File: src/rtl/jsu_pkg.sv
// ----------------------------------------------------------------------------
// jsu_pkg
// Shared types and codes of the JSON string unescaper.
// ----------------------------------------------------------------------------
package jsu_pkg;

  // Status codes carried with each result word
  localparam logic [2:0] STAT_OK        = 3'd0;
  localparam logic [2:0] STAT_DONE      = 3'd1;
  localparam logic [2:0] STAT_BAD_ESC   = 3'd2;
  localparam logic [2:0] STAT_BAD_HEX   = 3'd3;
  localparam logic [2:0] STAT_BAD_SURR  = 3'd4;
  localparam logic [2:0] STAT_CTRL_CHAR = 3'd5;
  localparam logic [2:0] STAT_NO_QUOTE  = 3'd6;

  // Results caused by one input byte: up to four words
  typedef struct packed {
    logic [3:0][7:0] data;      // data[0] leaves first
    logic [1:0]      last_idx;  // index of the final word
    logic            has_byte;  // words carry decoded bytes
    logic [2:0]      status;
  } bundle_t;

endpackage

File: src/rtl/jsu_step.sv
// ----------------------------------------------------------------------------
// jsu_step
// Parser state and per-byte decode: escapes, hex, surrogates, UTF-8 encode.
// ----------------------------------------------------------------------------
module jsu_step (
  input  logic              clk_i,
  input  logic              rst_ni,
  input  logic              accept_i,
  input  logic [7:0]        in_byte_i,
  output logic              load_o,
  output jsu_pkg::bundle_t  bundle_o
);

  typedef enum logic [2:0] {
    PH_IDLE = 3'd0,
    PH_STR  = 3'd1,
    PH_ESC  = 3'd2,
    PH_HEX1 = 3'd3,
    PH_BSL  = 3'd4,
    PH_U    = 3'd5,
    PH_HEX2 = 3'd6
  } phase_e;

  phase_e      phase_q, phase_d;
  logic [1:0]  digits_q, digits_d;
  logic [15:0] acc_q, acc_d;
  logic [9:0]  hs_q, hs_d;

  // Hex digit value; bit 4 set when the byte is a hex digit
  function automatic logic [4:0] hexval(input logic [7:0] c);
    logic [4:0] r;
    r = '0;
    if (c inside {["0":"9"]}) begin
      r = {1'b1, 4'(c - 8'h30)};
    end else if (c inside {["a":"f"]}) begin
      r = {1'b1, 4'(c - 8'h57)};
    end else if (c inside {["A":"F"]}) begin
      r = {1'b1, 4'(c - 8'h37)};
    end
    return r;
  endfunction

  function automatic jsu_pkg::bundle_t status_word(input logic [2:0] code);
    jsu_pkg::bundle_t b;
    b        = '0;
    b.status = code;
    return b;
  endfunction

  function automatic jsu_pkg::bundle_t byte_word(input logic [7:0] v);
    jsu_pkg::bundle_t b;
    b          = '0;
    b.data[0]  = v;
    b.has_byte = 1'b1;
    b.status   = jsu_pkg::STAT_OK;
    return b;
  endfunction

  // UTF-8 of a code point below 0x10000
  function automatic jsu_pkg::bundle_t enc16(input logic [15:0] v);
    jsu_pkg::bundle_t b;
    b          = '0;
    b.has_byte = 1'b1;
    b.status   = jsu_pkg::STAT_OK;
    if (v <= 16'h007F) begin
      b.data[0]  = v[7:0];
      b.last_idx = 2'd0;
    end else if (v <= 16'h07FF) begin
      b.data[0]  = {3'b110, v[10:6]};
      b.data[1]  = {2'b10, v[5:0]};
      b.last_idx = 2'd1;
    end else begin
      b.data[0]  = {4'b1110, v[15:12]};
      b.data[1]  = {2'b10, v[11:6]};
      b.data[2]  = {2'b10, v[5:0]};
      b.last_idx = 2'd2;
    end
    return b;
  endfunction

  // UTF-8 of a supplementary code point (always four bytes)
  function automatic jsu_pkg::bundle_t enc21(input logic [20:0] cp);
    jsu_pkg::bundle_t b;
    b          = '0;
    b.has_byte = 1'b1;
    b.status   = jsu_pkg::STAT_OK;
    b.data[0]  = {5'b11110, cp[20:18]};
    b.data[1]  = {2'b10, cp[17:12]};
    b.data[2]  = {2'b10, cp[11:6]};
    b.data[3]  = {2'b10, cp[5:0]};
    b.last_idx = 2'd3;
    return b;
  endfunction

  logic [4:0]  hex;
  logic [15:0] acc_new;
  logic [20:0] cp;

  assign hex     = hexval(in_byte_i);
  assign acc_new = {acc_q[11:0], hex[3:0]};
  assign cp      = {1'b0, hs_q, acc_new[9:0]} + 21'h010000;

  // Next state and results of the byte at the input
  always_comb begin
    phase_d  = phase_q;
    digits_d = digits_q;
    acc_d    = acc_q;
    hs_d     = hs_q;
    load_o   = 1'b0;
    bundle_o = '0;
    case (phase_q)
      PH_STR: begin
        if (in_byte_i == "\"") begin
          phase_d  = PH_IDLE;
          load_o   = 1'b1;
          bundle_o = status_word(jsu_pkg::STAT_DONE);
        end else if (in_byte_i == "\\") begin
          phase_d = PH_ESC;
        end else if (in_byte_i == 8'h00) begin
          phase_d  = PH_IDLE;
          load_o   = 1'b1;
          bundle_o = status_word(jsu_pkg::STAT_NO_QUOTE);
        end else if (in_byte_i < 8'h20) begin
          phase_d  = PH_IDLE;
          load_o   = 1'b1;
          bundle_o = status_word(jsu_pkg::STAT_CTRL_CHAR);
        end else begin
          load_o   = 1'b1;
          bundle_o = byte_word(in_byte_i);
        end
      end
      PH_ESC: begin
        phase_d = PH_STR;
        load_o  = 1'b1;
        case (in_byte_i)
          "\"":    bundle_o = byte_word(8'h22);
          "\\":    bundle_o = byte_word(8'h5C);
          "/":     bundle_o = byte_word(8'h2F);
          "b":     bundle_o = byte_word(8'h08);
          "f":     bundle_o = byte_word(8'h0C);
          "n":     bundle_o = byte_word(8'h0A);
          "r":     bundle_o = byte_word(8'h0D);
          "t":     bundle_o = byte_word(8'h09);
          "u": begin
            phase_d  = PH_HEX1;
            load_o   = 1'b0;
            digits_d = '0;
            acc_d    = '0;
          end
          default: begin
            phase_d  = PH_IDLE;
            bundle_o = status_word(jsu_pkg::STAT_BAD_ESC);
          end
        endcase
      end
      PH_HEX1, PH_HEX2: begin
        if (!hex[4]) begin
          phase_d  = PH_IDLE;
          load_o   = 1'b1;
          bundle_o = status_word(jsu_pkg::STAT_BAD_HEX);
        end else begin
          acc_d    = acc_new;
          digits_d = digits_q + 2'd1;
          if (digits_q == 2'd3) begin
            if (phase_q == PH_HEX1) begin
              if (acc_new inside {[16'hD800:16'hDBFF]}) begin
                hs_d    = acc_new[9:0];
                phase_d = PH_BSL;
              end else begin
                phase_d  = PH_STR;
                load_o   = 1'b1;
                bundle_o = enc16(acc_new);
              end
            end else begin
              load_o = 1'b1;
              if (acc_new inside {[16'hDC00:16'hDFFF]}) begin
                phase_d  = PH_STR;
                bundle_o = enc21(cp);
              end else begin
                phase_d  = PH_IDLE;
                bundle_o = status_word(jsu_pkg::STAT_BAD_SURR);
              end
            end
          end
        end
      end
      PH_BSL: begin
        if (in_byte_i == "\\") begin
          phase_d = PH_U;
        end else begin
          phase_d  = PH_IDLE;
          load_o   = 1'b1;
          bundle_o = status_word(jsu_pkg::STAT_BAD_SURR);
        end
      end
      PH_U: begin
        if (in_byte_i == "u") begin
          phase_d  = PH_HEX2;
          digits_d = '0;
          acc_d    = '0;
        end else begin
          phase_d  = PH_IDLE;
          load_o   = 1'b1;
          bundle_o = status_word(jsu_pkg::STAT_BAD_SURR);
        end
      end
      default: begin
        // idle: wait for the opening quote
        phase_d = (in_byte_i == "\"") ? PH_STR : PH_IDLE;
      end
    endcase
    if (!accept_i) begin
      load_o = 1'b0;
    end
  end

  // Parser state advances on each accepted byte
  always_ff @(posedge clk_i or negedge rst_ni) begin
    if (!rst_ni) begin
      phase_q  <= PH_IDLE;
      digits_q <= '0;
      acc_q    <= '0;
      hs_q     <= '0;
    end else if (accept_i) begin
      phase_q  <= phase_d;
      digits_q <= digits_d;
      acc_q    <= acc_d;
      hs_q     <= hs_d;
    end
  end

endmodule

File: src/rtl/jsu_emit.sv
// ----------------------------------------------------------------------------
// jsu_emit
// Result register: holds one byte's results, sends one word each ready cycle.
// ----------------------------------------------------------------------------
module jsu_emit (
  input  logic              clk_i,
  input  logic              rst_ni,
  input  logic              load_i,
  input  jsu_pkg::bundle_t  bundle_i,
  output logic              free_o,
  output logic              out_valid_o,
  input  logic              out_ready_i,
  output logic [7:0]        out_byte_o,
  output logic              has_byte_o,
  output logic [2:0]        status_o,
  output logic              last_o
);

  jsu_pkg::bundle_t bund_q;
  logic             valid_q;
  logic [1:0]       idx_q;
  logic             fire;
  logic             at_last;

  assign at_last     = (idx_q == bund_q.last_idx);
  assign fire        = valid_q && out_ready_i;
  // room for a new byte when empty or the final word leaves now
  assign free_o      = !valid_q || (out_ready_i && at_last);

  assign out_valid_o = valid_q;
  assign out_byte_o  = bund_q.data[idx_q];
  assign has_byte_o  = bund_q.has_byte;
  assign status_o    = bund_q.status;
  assign last_o      = at_last;

  // Control: valid flag and word index
  always_ff @(posedge clk_i or negedge rst_ni) begin
    if (!rst_ni) begin
      valid_q <= 1'b0;
      idx_q   <= '0;
    end else if (load_i) begin
      valid_q <= 1'b1;
      idx_q   <= '0;
    end else if (fire) begin
      if (at_last) begin
        valid_q <= 1'b0;
      end else begin
        idx_q <= idx_q + 2'd1;
      end
    end
  end

  // Payload
  always_ff @(posedge clk_i) begin
    if (load_i) begin
      bund_q <= bundle_i;
    end
  end

  // A load never overwrites words still waiting
  a_no_overwrite: assert property (@(posedge clk_i) disable iff (!rst_ni)
    load_i |-> (!valid_q || (out_ready_i && at_last)))
    else $error("result register overwritten");

  // The index never runs past the final word
  a_idx_range: assert property (@(posedge clk_i) disable iff (!rst_ni)
    valid_q |-> (idx_q <= bund_q.last_idx))
    else $error("word index beyond final word");

  // A stalled word keeps its place
  a_stall_hold: assert property (@(posedge clk_i) disable iff (!rst_ni)
    (valid_q && !out_ready_i && !load_i) |=> (valid_q && $stable(idx_q)))
    else $error("word index moved while stalled");

  // Status words are single and carry no byte
  a_status_single: assert property (@(posedge clk_i) disable iff (!rst_ni)
    (valid_q && !bund_q.has_byte) |-> (bund_q.last_idx == 2'd0 && out_byte_o == 8'h00))
    else $error("malformed status word");

endmodule

File: src/rtl/json_string_unescape_utf8.sv
// ----------------------------------------------------------------------------
// json_string_unescape_utf8
// Streams JSON text bytes, decodes string escapes and emits UTF-8 words.
// ----------------------------------------------------------------------------
//  channel | direction | handshake              | payload
//  --------+-----------+------------------------+----------------------------------
//  in      | input     | in_valid_i / in_ready_o | in_byte_i
//  out     | output    | out_valid_o/out_ready_i | out_byte_o has_byte_o status_o last_o
//
//  A text byte is decoded in the cycle it is accepted; its words appear on
//  the output from the next cycle on, one word per cycle while out_ready_i is high.
//  A byte's words occupy the result register until its final word leaves;
//  that register sets the rate.
//  Every byte, also one that gives no word, waits until the register is
//  empty or its final word leaves in the same cycle.
//  in_ready_o follows out_ready_i combinationally when the final word leaves.
//  Reset returns the parser to idle and empties the result register.
// ----------------------------------------------------------------------------
module json_string_unescape_utf8 (
  input  logic       clk_i,
  input  logic       rst_ni,
  input  logic       in_valid_i,
  output logic       in_ready_o,
  input  logic [7:0] in_byte_i,
  output logic       out_valid_o,
  input  logic       out_ready_i,
  output logic [7:0] out_byte_o,
  output logic       has_byte_o,
  output logic [2:0] status_o,
  output logic       last_o
);

  jsu_pkg::bundle_t bundle;
  logic             load;
  logic             free;
  logic             accept;

  assign in_ready_o = free;
  assign accept     = in_valid_i && free;

  jsu_step u_step (
    .clk_i     (clk_i),
    .rst_ni    (rst_ni),
    .accept_i  (accept),
    .in_byte_i (in_byte_i),
    .load_o    (load),
    .bundle_o  (bundle)
  );

  jsu_emit u_emit (
    .clk_i       (clk_i),
    .rst_ni      (rst_ni),
    .load_i      (load),
    .bundle_i    (bundle),
    .free_o      (free),
    .out_valid_o (out_valid_o),
    .out_ready_i (out_ready_i),
    .out_byte_o  (out_byte_o),
    .has_byte_o  (has_byte_o),
    .status_o    (status_o),
    .last_o      (last_o)
  );

endmodule
File: config.mk
export PLATFORM = sky130hd
export DESIGN_NAME = json_string_unescape_utf8
export DESIGN_NICKNAME = d
export VERILOG_FILES = /design/src/rtl/jsu_pkg.sv /design/src/rtl/jsu_step.sv /design/src/rtl/jsu_emit.sv /design/src/rtl/json_string_unescape_utf8.sv
export SDC_FILE = /design/constraint.sdc
export NUM_CORES = 1
export LEC_CHECK = 0
export BUFFER_PORTS_ARGS = -buffer_cell sky130_fd_sc_hd__buf_4
export CORE_ASPECT_RATIO = 1.1
export CORE_MARGIN = 5
export CORE_UTILIZATION = 61
export DETAILED_ROUTE_END_ITERATION = 10
export GPL_TIMING_DRIVEN = 1
export MAX_ROUTING_LAYER = met4
export PLACE_DENSITY_LB_ADDON = 0.15
export SLEW_MARGIN = 10
export SYNTH_ARGS = -nofsm -noshare
export SYNTH_HDL_FRONTEND = slang
export SYNTH_SLANG_ARGS = --single-unit
File: constraint.sdc
create_clock -name clk_i -period 4.85 [get_ports clk_i]
set_input_delay 0.7275 -clock clk_i [delete_from_list [all_inputs] [get_ports clk_i]]
set_output_delay 0.7275 -clock clk_i [all_outputs]
set_load 0.1 [all_outputs]
==> flow_summary.toml, run 1 <==
[grt]
grt_max_degree = 38
grt_pass1_wl_um = 15900
antenna_found_initial = 0
grt_pass1_vias = 3015
grt.overflow.total = 0
grt_util_all_layers = 0.264

[power_and_ir_drop]
power.total_mw = 1.67
sw_frac_of_total = 0.422
switching_power_mw = 0.706
p_seq_frac = 0.388
power_leakage_nw = 1.65
power.density_nw_per_um2 = 393
irDropWorstVdd_uv = 363
share_comb_of_total_power = 0.372
clkPwrFrac = 0.239
p_int_mw = 0.968

[cts]
htree_levels = 3
cts_buffer_depth = 2
ctsResizeCount = 0
cts_tree = "built"
cts-root-buf = "clkbuf_8"
clock_latency_ns = 0.34
cts_inserted_buffers = 9
cts_hold_buf = 0
post_cts_buffers = 0
clk_pin_slew_ns = 0.08
cts.sinks = 64

[die]
die_y_um = 93.9
coreArea_um2 = 6190
start_util = 0.631
fp-row-count = 30
ios = 27
dieArea_um2 = 8110
dieWidth_um = 86.3

[placement]
gp_congestion = 0.977
post-dp-hpwl_um = 7260
dpl-instance-area_um2 = 4080
preCtsSetupSlack_ns = 1.37
io_buffers = 26

[sta]
period_share = 0.660
tns_ns = 0
max-slew-margin-rel = 0.232
slew_viol_final = 0
timing.fmax_mhz = 312
finalHoldViolCount = 0
finalSetupViolCount = 0
min_period_ns = 3.20
fin_skew_ns = 0.0126
worst_slack_ns = 1.65
tightest_slew_ns = 1.15
rsz0062_at_grt = "no"

[detailed_routing]
route.top_layer_used = "met4"
wl_met1_um = 4030
route.detailed.drc = 0
dr.pass1.iters = 5
routedWlPerCell_um = 20.4
final_antenna_net_count = 0
met2WireLength_um = 4820
via_count = 3134
wirelength_um = 9810
drt_iter0_drc = 323
viasPerCell = 6.52
wl_met3_um = 690

[final_layout]
antenna_cells = 0
layout_common_cells = "nand2_1 (51), edfxtp_1 (34), dfrtp_1 (30)"
drive_gt1_frac = 0.192
layout.cells.most_common = "nand2_1"
fin_area_um2 = 4250
area_growth_pct = 8.90
final_nets = 414
finish.utilization = 0.687

[logic_synthesis]
yosysWarnings = 0
synthFlopType = "edfxtp_1"
syn_avg_cell_area_um2 = 10.2
synth.net_count = 402
synth_edf_count = 34
synthesis.area_um2 = 3910
synthArstFlopShare = 0.469
synth_seq_cells = 64
synth_cells = 384
ys_seq_area_frac = 0.454
ys_types = 79

[critical_path]
crit_buf_inv = 0
worstPathArrival_ns = 3.15
start_kind = "flop"
cp_data_required_time_ns = 4.80
cp_slowest_cell = "a31oi_4"
worst-setup-path-type = "reg2reg"
crit_chain = "xnor2_1 -> a31o_2 -> and2_0 -> nand3_1 -> a31oi_4"
crit_family = "compound AO/OA/AOI/OAI gates"
cp-end-kind = "flop"
crit_fanout = 37
crit_path_max_incr_delay_ns = 0.94

[status]
status = "completed"

[hold_path]
hp-class = "in2async"

[flow_run]
max_cap_violations = 0
## per-layer routing
metal  vias to the layer above  GRT usage
li1                       1460          -
met1                      1523      0.333
met2                       123      0.420
met3                        28     0.0596
met4                         0     0.0974
met5                         -          -
## stage by stage
| step | hold WS, ns | cells |
|---|---|---|
| finish | 0.304 | 481 |
| global route | 0.317 | 481 |
| CTS | 0.314 | 481 |
| detailed placement | 0.475 | 465 |
| global placement | 0.466 | 465 |
| floorplan | 0.432 | 384 |
## cells by family (layout without fill, tap and decap cells)
logic type | after synthesis | after routing | share of synthesized area
simple gates | 151 | 151 | 0.217
flops | 64 | 64 | 0.454
fa+ha+maj | 6 | 6 | 0.0192
xor+xnor | 7 | 7 | 0.0157
mux | 16 | 16 | 0.0673
compound gates | 106 | 106 | 0.184
buf+inv | 34 | 51 | 0.0436
## registers in the layout, summed over array words and instances (netlist names)
register / count
u_emit.out_valid_o: 1
u_emit.bund_q: 30
u_emit.status_o: 3
u_emit.idx_q: 2
u_step.hs_q: 10
u_step.acc_q: 12
u_emit.has_byte_o: 1
u_step.phase_q: 3
u_step.digits_q: 2
## power groups by stage
stage	clock network (mW)	logic [mW]	registers (mW)
floorplan	0	0.518	0.634
global placement	0	0.616	0.662
detailed placement	0	0.622	0.663
CTS	0.404	0.622	0.651
global route	0.435	0.647	0.657
finish	0.400	0.623	0.650
## Yosys cell counts (all sizes together), types with 2 or more instances
library cell	n	area, um^2
and2	7	43.8
a21oi	20	100
nand2	52	198
xor2	5	43.8
a22o	7	61.3
nand2b	3	18.8
o31ai	6	45.0
o211ai	5	37.5
mux4	7	158
edfxtp	34	1020
a21o	2	15.0
nand4	4	40.0
nand3b	4	30.0
nor4	2	18.8
or2	3	18.8
mux2i	3	30.0
o31a	2	17.5
buf	17	105
ha	6	75.1
dfrtp	30	751
nand3	10	62.6
xnor2	2	17.5
a32oi	2	17.5
or4b	2	23.8
nor2	27	114
mux2	6	75.1
or3	5	36.3
o21ai	34	174
a211oi	4	42.5
a21boi	2	15.0
nand4b	2	17.5
nor2b	3	18.8
and3	4	25.0
nor3	9	55.1
a221o	3	30.0
inv	8	30.0
nor3b	8	70.1
a31oi	2	12.5
clkbuf	8	30.0
o21a	3	22.5
## final timing paths
check                                             from                             end  slack, ns  cells after the start
max                        u_emit.idx_q[0]$_DFFE_PN0P_     u_emit.bund_q[31]$_DFFE_PP_       1.65                      5
min                                             rst_ni  u_step.digits_q[1]$_DFFE_PN0P_       0.30                      1
max reg2reg                u_emit.idx_q[0]$_DFFE_PN0P_     u_emit.bund_q[31]$_DFFE_PP_       1.65                      5
min reg2reg                 u_step.hs_q[2]$_DFFE_PN0P_      u_step.hs_q[2]$_DFFE_PN0P_       0.49                      2
max in group asynchronous                       rst_ni      u_step.hs_q[5]$_DFFE_PN0P_       4.24                      1
min in group clk_i          u_step.hs_q[2]$_DFFE_PN0P_      u_step.hs_q[2]$_DFFE_PN0P_       0.49                      2
## final cells by class
class,instances,area [um^2]
multi-input cells,286,1980
fillers,488,1940
flip-flops and latches,64,1770
repair buffers,26,195
clock buffers,11,141
well taps,80,100
inverters,9,35.0
clock inverters,5,31.3
Power figures use the tool's default switching activity.
==> run 2, diff against run 1 <==
--- a/config.mk
+++ b/config.mk
@@ -8,7 +8,7 @@
 export BUFFER_PORTS_ARGS = -buffer_cell sky130_fd_sc_hd__buf_4
 export CORE_ASPECT_RATIO = 1.1
 export CORE_MARGIN = 5
-export CORE_UTILIZATION = 61
+export CORE_UTILIZATION = 55
 export DETAILED_ROUTE_END_ITERATION = 10
 export GPL_TIMING_DRIVEN = 1
 export MAX_ROUTING_LAYER = met4
==> constraint.sdc (replaced) <==
create_clock -name clk_i -period 2.7 [get_ports clk_i]
set_input_delay 0.405 -clock clk_i [delete_from_list [all_inputs] [get_ports clk_i]]
set_output_delay 0.405 -clock clk_i [all_outputs]
set_load 0.1 [all_outputs]
==> flow_summary.toml, run 2 (synthesis gave the netlist of run 1 again) <==
[die]
dieArea_um2 = 8890
ios = 27
dieWidth_um = 90.4
fp-row-count = 32
coreArea_um2 = 6970
die_y_um = 98.4
start_util = 0.561

[sta]
tns_ns = 0
fin_hold_ws_ns = 0.450
rsz0062_at_grt = "no"
max-slew-margin-rel = 0.607
min_period_ns = 2.25
fin_skew_ns = 0.0106
slew_viol_final = 0
finalHoldViolCount = 0
tightest_slew_ns = 0.587
period_share = 0.835
finalSetupViolCount = 0
timing.fmax_mhz = 444

[final_layout]
layout_common_cells = "buf_4 (53), nand2_1 (51), edfxtp_1 (34)"
antenna_cells = 0
area_growth_pct = 15.9
fin_area_um2 = 4530
largest_reg_flops = 30
layout.cells.most_common = "buf_4"
finish.utilization = 0.650
regMostFlops = "u_emit.bund_q"
largestRegisters = "u_emit.bund_q (30), u_step.acc_q (12), u_step.hs_q (10)"
final_nets = 444
drive_gt1_frac = 0.251
nFillCells = 572

[cts]
htree_levels = 3
cts_tree = "built"
ctsResizeCount = 0
cts_inserted_buffers = 9
cts.sinks = 64
cts-root-buf = "clkbuf_8"
cts_buffer_depth = 2
clk_pin_slew_ns = 0.07
clock_latency_ns = 0.34

[grt]
grt_util_all_layers = 0.254
grt_max_degree = 31
grt_pass1_wl_um = 17300
antenna_found_initial = 0
grt_pass1_vias = 3133
grt.overflow.total = 0

[detailed_routing]
routedWlPerCell_um = 20.3
final_antenna_net_count = 0
viasPerCell = 6.21
wirelength_um = 10500
route.detailed.drc = 0
via_count = 3204
dr.pass1.iters = 5
drt_iter0_drc = 289

[power_and_ir_drop]
irDropWorstVdd_uv = 800
power.total_mw = 3.06
power_leakage_nw = 1.80
power.density_nw_per_um2 = 676

[status]
status = "completed"

[critical_path]
worst-setup-path-type = "in2reg"
worstPathArrival_ns = 2.35
cp-end-kind = "flop"
crit_fanout = 8
timing.rr.end = "u_emit.out_valid_o$_DFFE_PN0P_"
start_kind = "input pin"
r2r_slack_ns = 0.45
cp_data_required_time_ns = 2.79
r2r_cells = 7
r2r_start = "u_step.acc_q[7]$_DFFE_PN0P_"

[hold_path]
hp-class = "in2reg"
min_from = "out_ready_i"
min_path_cells = 4
whs_endpoint = "u_emit.idx_q[0]$_DFFE_PN0P_"

[placement]
dpl-instance-area_um2 = 4350
io_buffers = 26
gp_congestion = 0.903
post-dp-hpwl_um = 8040

[flow_run]
max_cap_violations = 0
==> run 2: layout make-up <==
cell class / instances / area [um^2] / share of cell area
clock buffer: 9 / 124 / 0.0274
clock inverter: 7 / 47.5 / 0.0105
inverter: 9 / 35.0 / 0.00774
multi-input combinational: 286 / 1990 / 0.440
sequential: 64 / 1770 / 0.392
tap: 85 / 106 / 0.0235
timing repair buffer: 56 / 448 / 0.0989
==> run 2: critical path, cell delays in order <==
cell,delay [ns]
buf_4,0.13
inv_1,0.06
ha_1,0.27
nor3b_1,0.38
or3_1,0.24
nand2_2,0.12
and3_1,0.20
a221o_1,0.33
a41o_1,0.21
==> run 2: metrics by stage <==
| stage | setup WS (ns) | cells |
|---|---|---|
| 6_report | 0.445 | 516 |
| 3_3_place_gp | 0.142 | 499 |
| 5_1_grt | 0.233 | 516 |
| 3_5_place_dp | 0.123 | 499 |
| 2_1_floorplan | 0.0166 | 384 |
| 4_1_cts | 0.470 | 516 |
==> run 2: repair_timing <==
item	in CTS	in global routing
hold buffers	1	0
setup buffers	0	0
hold endpoints to repair	30	0
==> run 2: worst max-delay path by stage <==
stage                                        from                             to  slack (ns)  cells past startpoint
floorplan                            in_byte_i[0]    u_emit.bund_q[10]$_DFFE_PP_        0.02                      8
global placement                     in_byte_i[7]    u_emit.bund_q[11]$_DFFE_PP_        0.14                      7
detailed placement                   in_byte_i[0]     u_emit.bund_q[8]$_DFFE_PP_        0.12                      9
CTS                 u_step.phase_q[0]$_DFFE_PN0P_  u_step.phase_q[1]$_DFFE_PN0P_        0.47                      7
global route        u_step.phase_q[0]$_DFFE_PN0P_  u_step.phase_q[1]$_DFFE_PN0P_        0.23                      7
finish                               in_byte_i[0]     u_emit.bund_q[8]$_DFFE_PP_        0.45                      9
==> run 2: report_power, final <==
part	total [mW]	internal [mW]	switching, mW	leakage (nW)
Combinational	1.24	0.366	0.871	0.968
Clock	0.713	0.332	0.381	0.0870
Sequential	1.11	1.07	0.0414	0.743
==> run 2: layer usage <==
metal / vias up / share of wire / track usage
met5: - / 0 / -
met4: 0 / 0.0078 / 0.0630
met3: 13 / 0.053 / 0.0385
met2: 104 / 0.52 / 0.414
met1: 1560 / 0.42 / 0.335
li1: 1527 / - / -
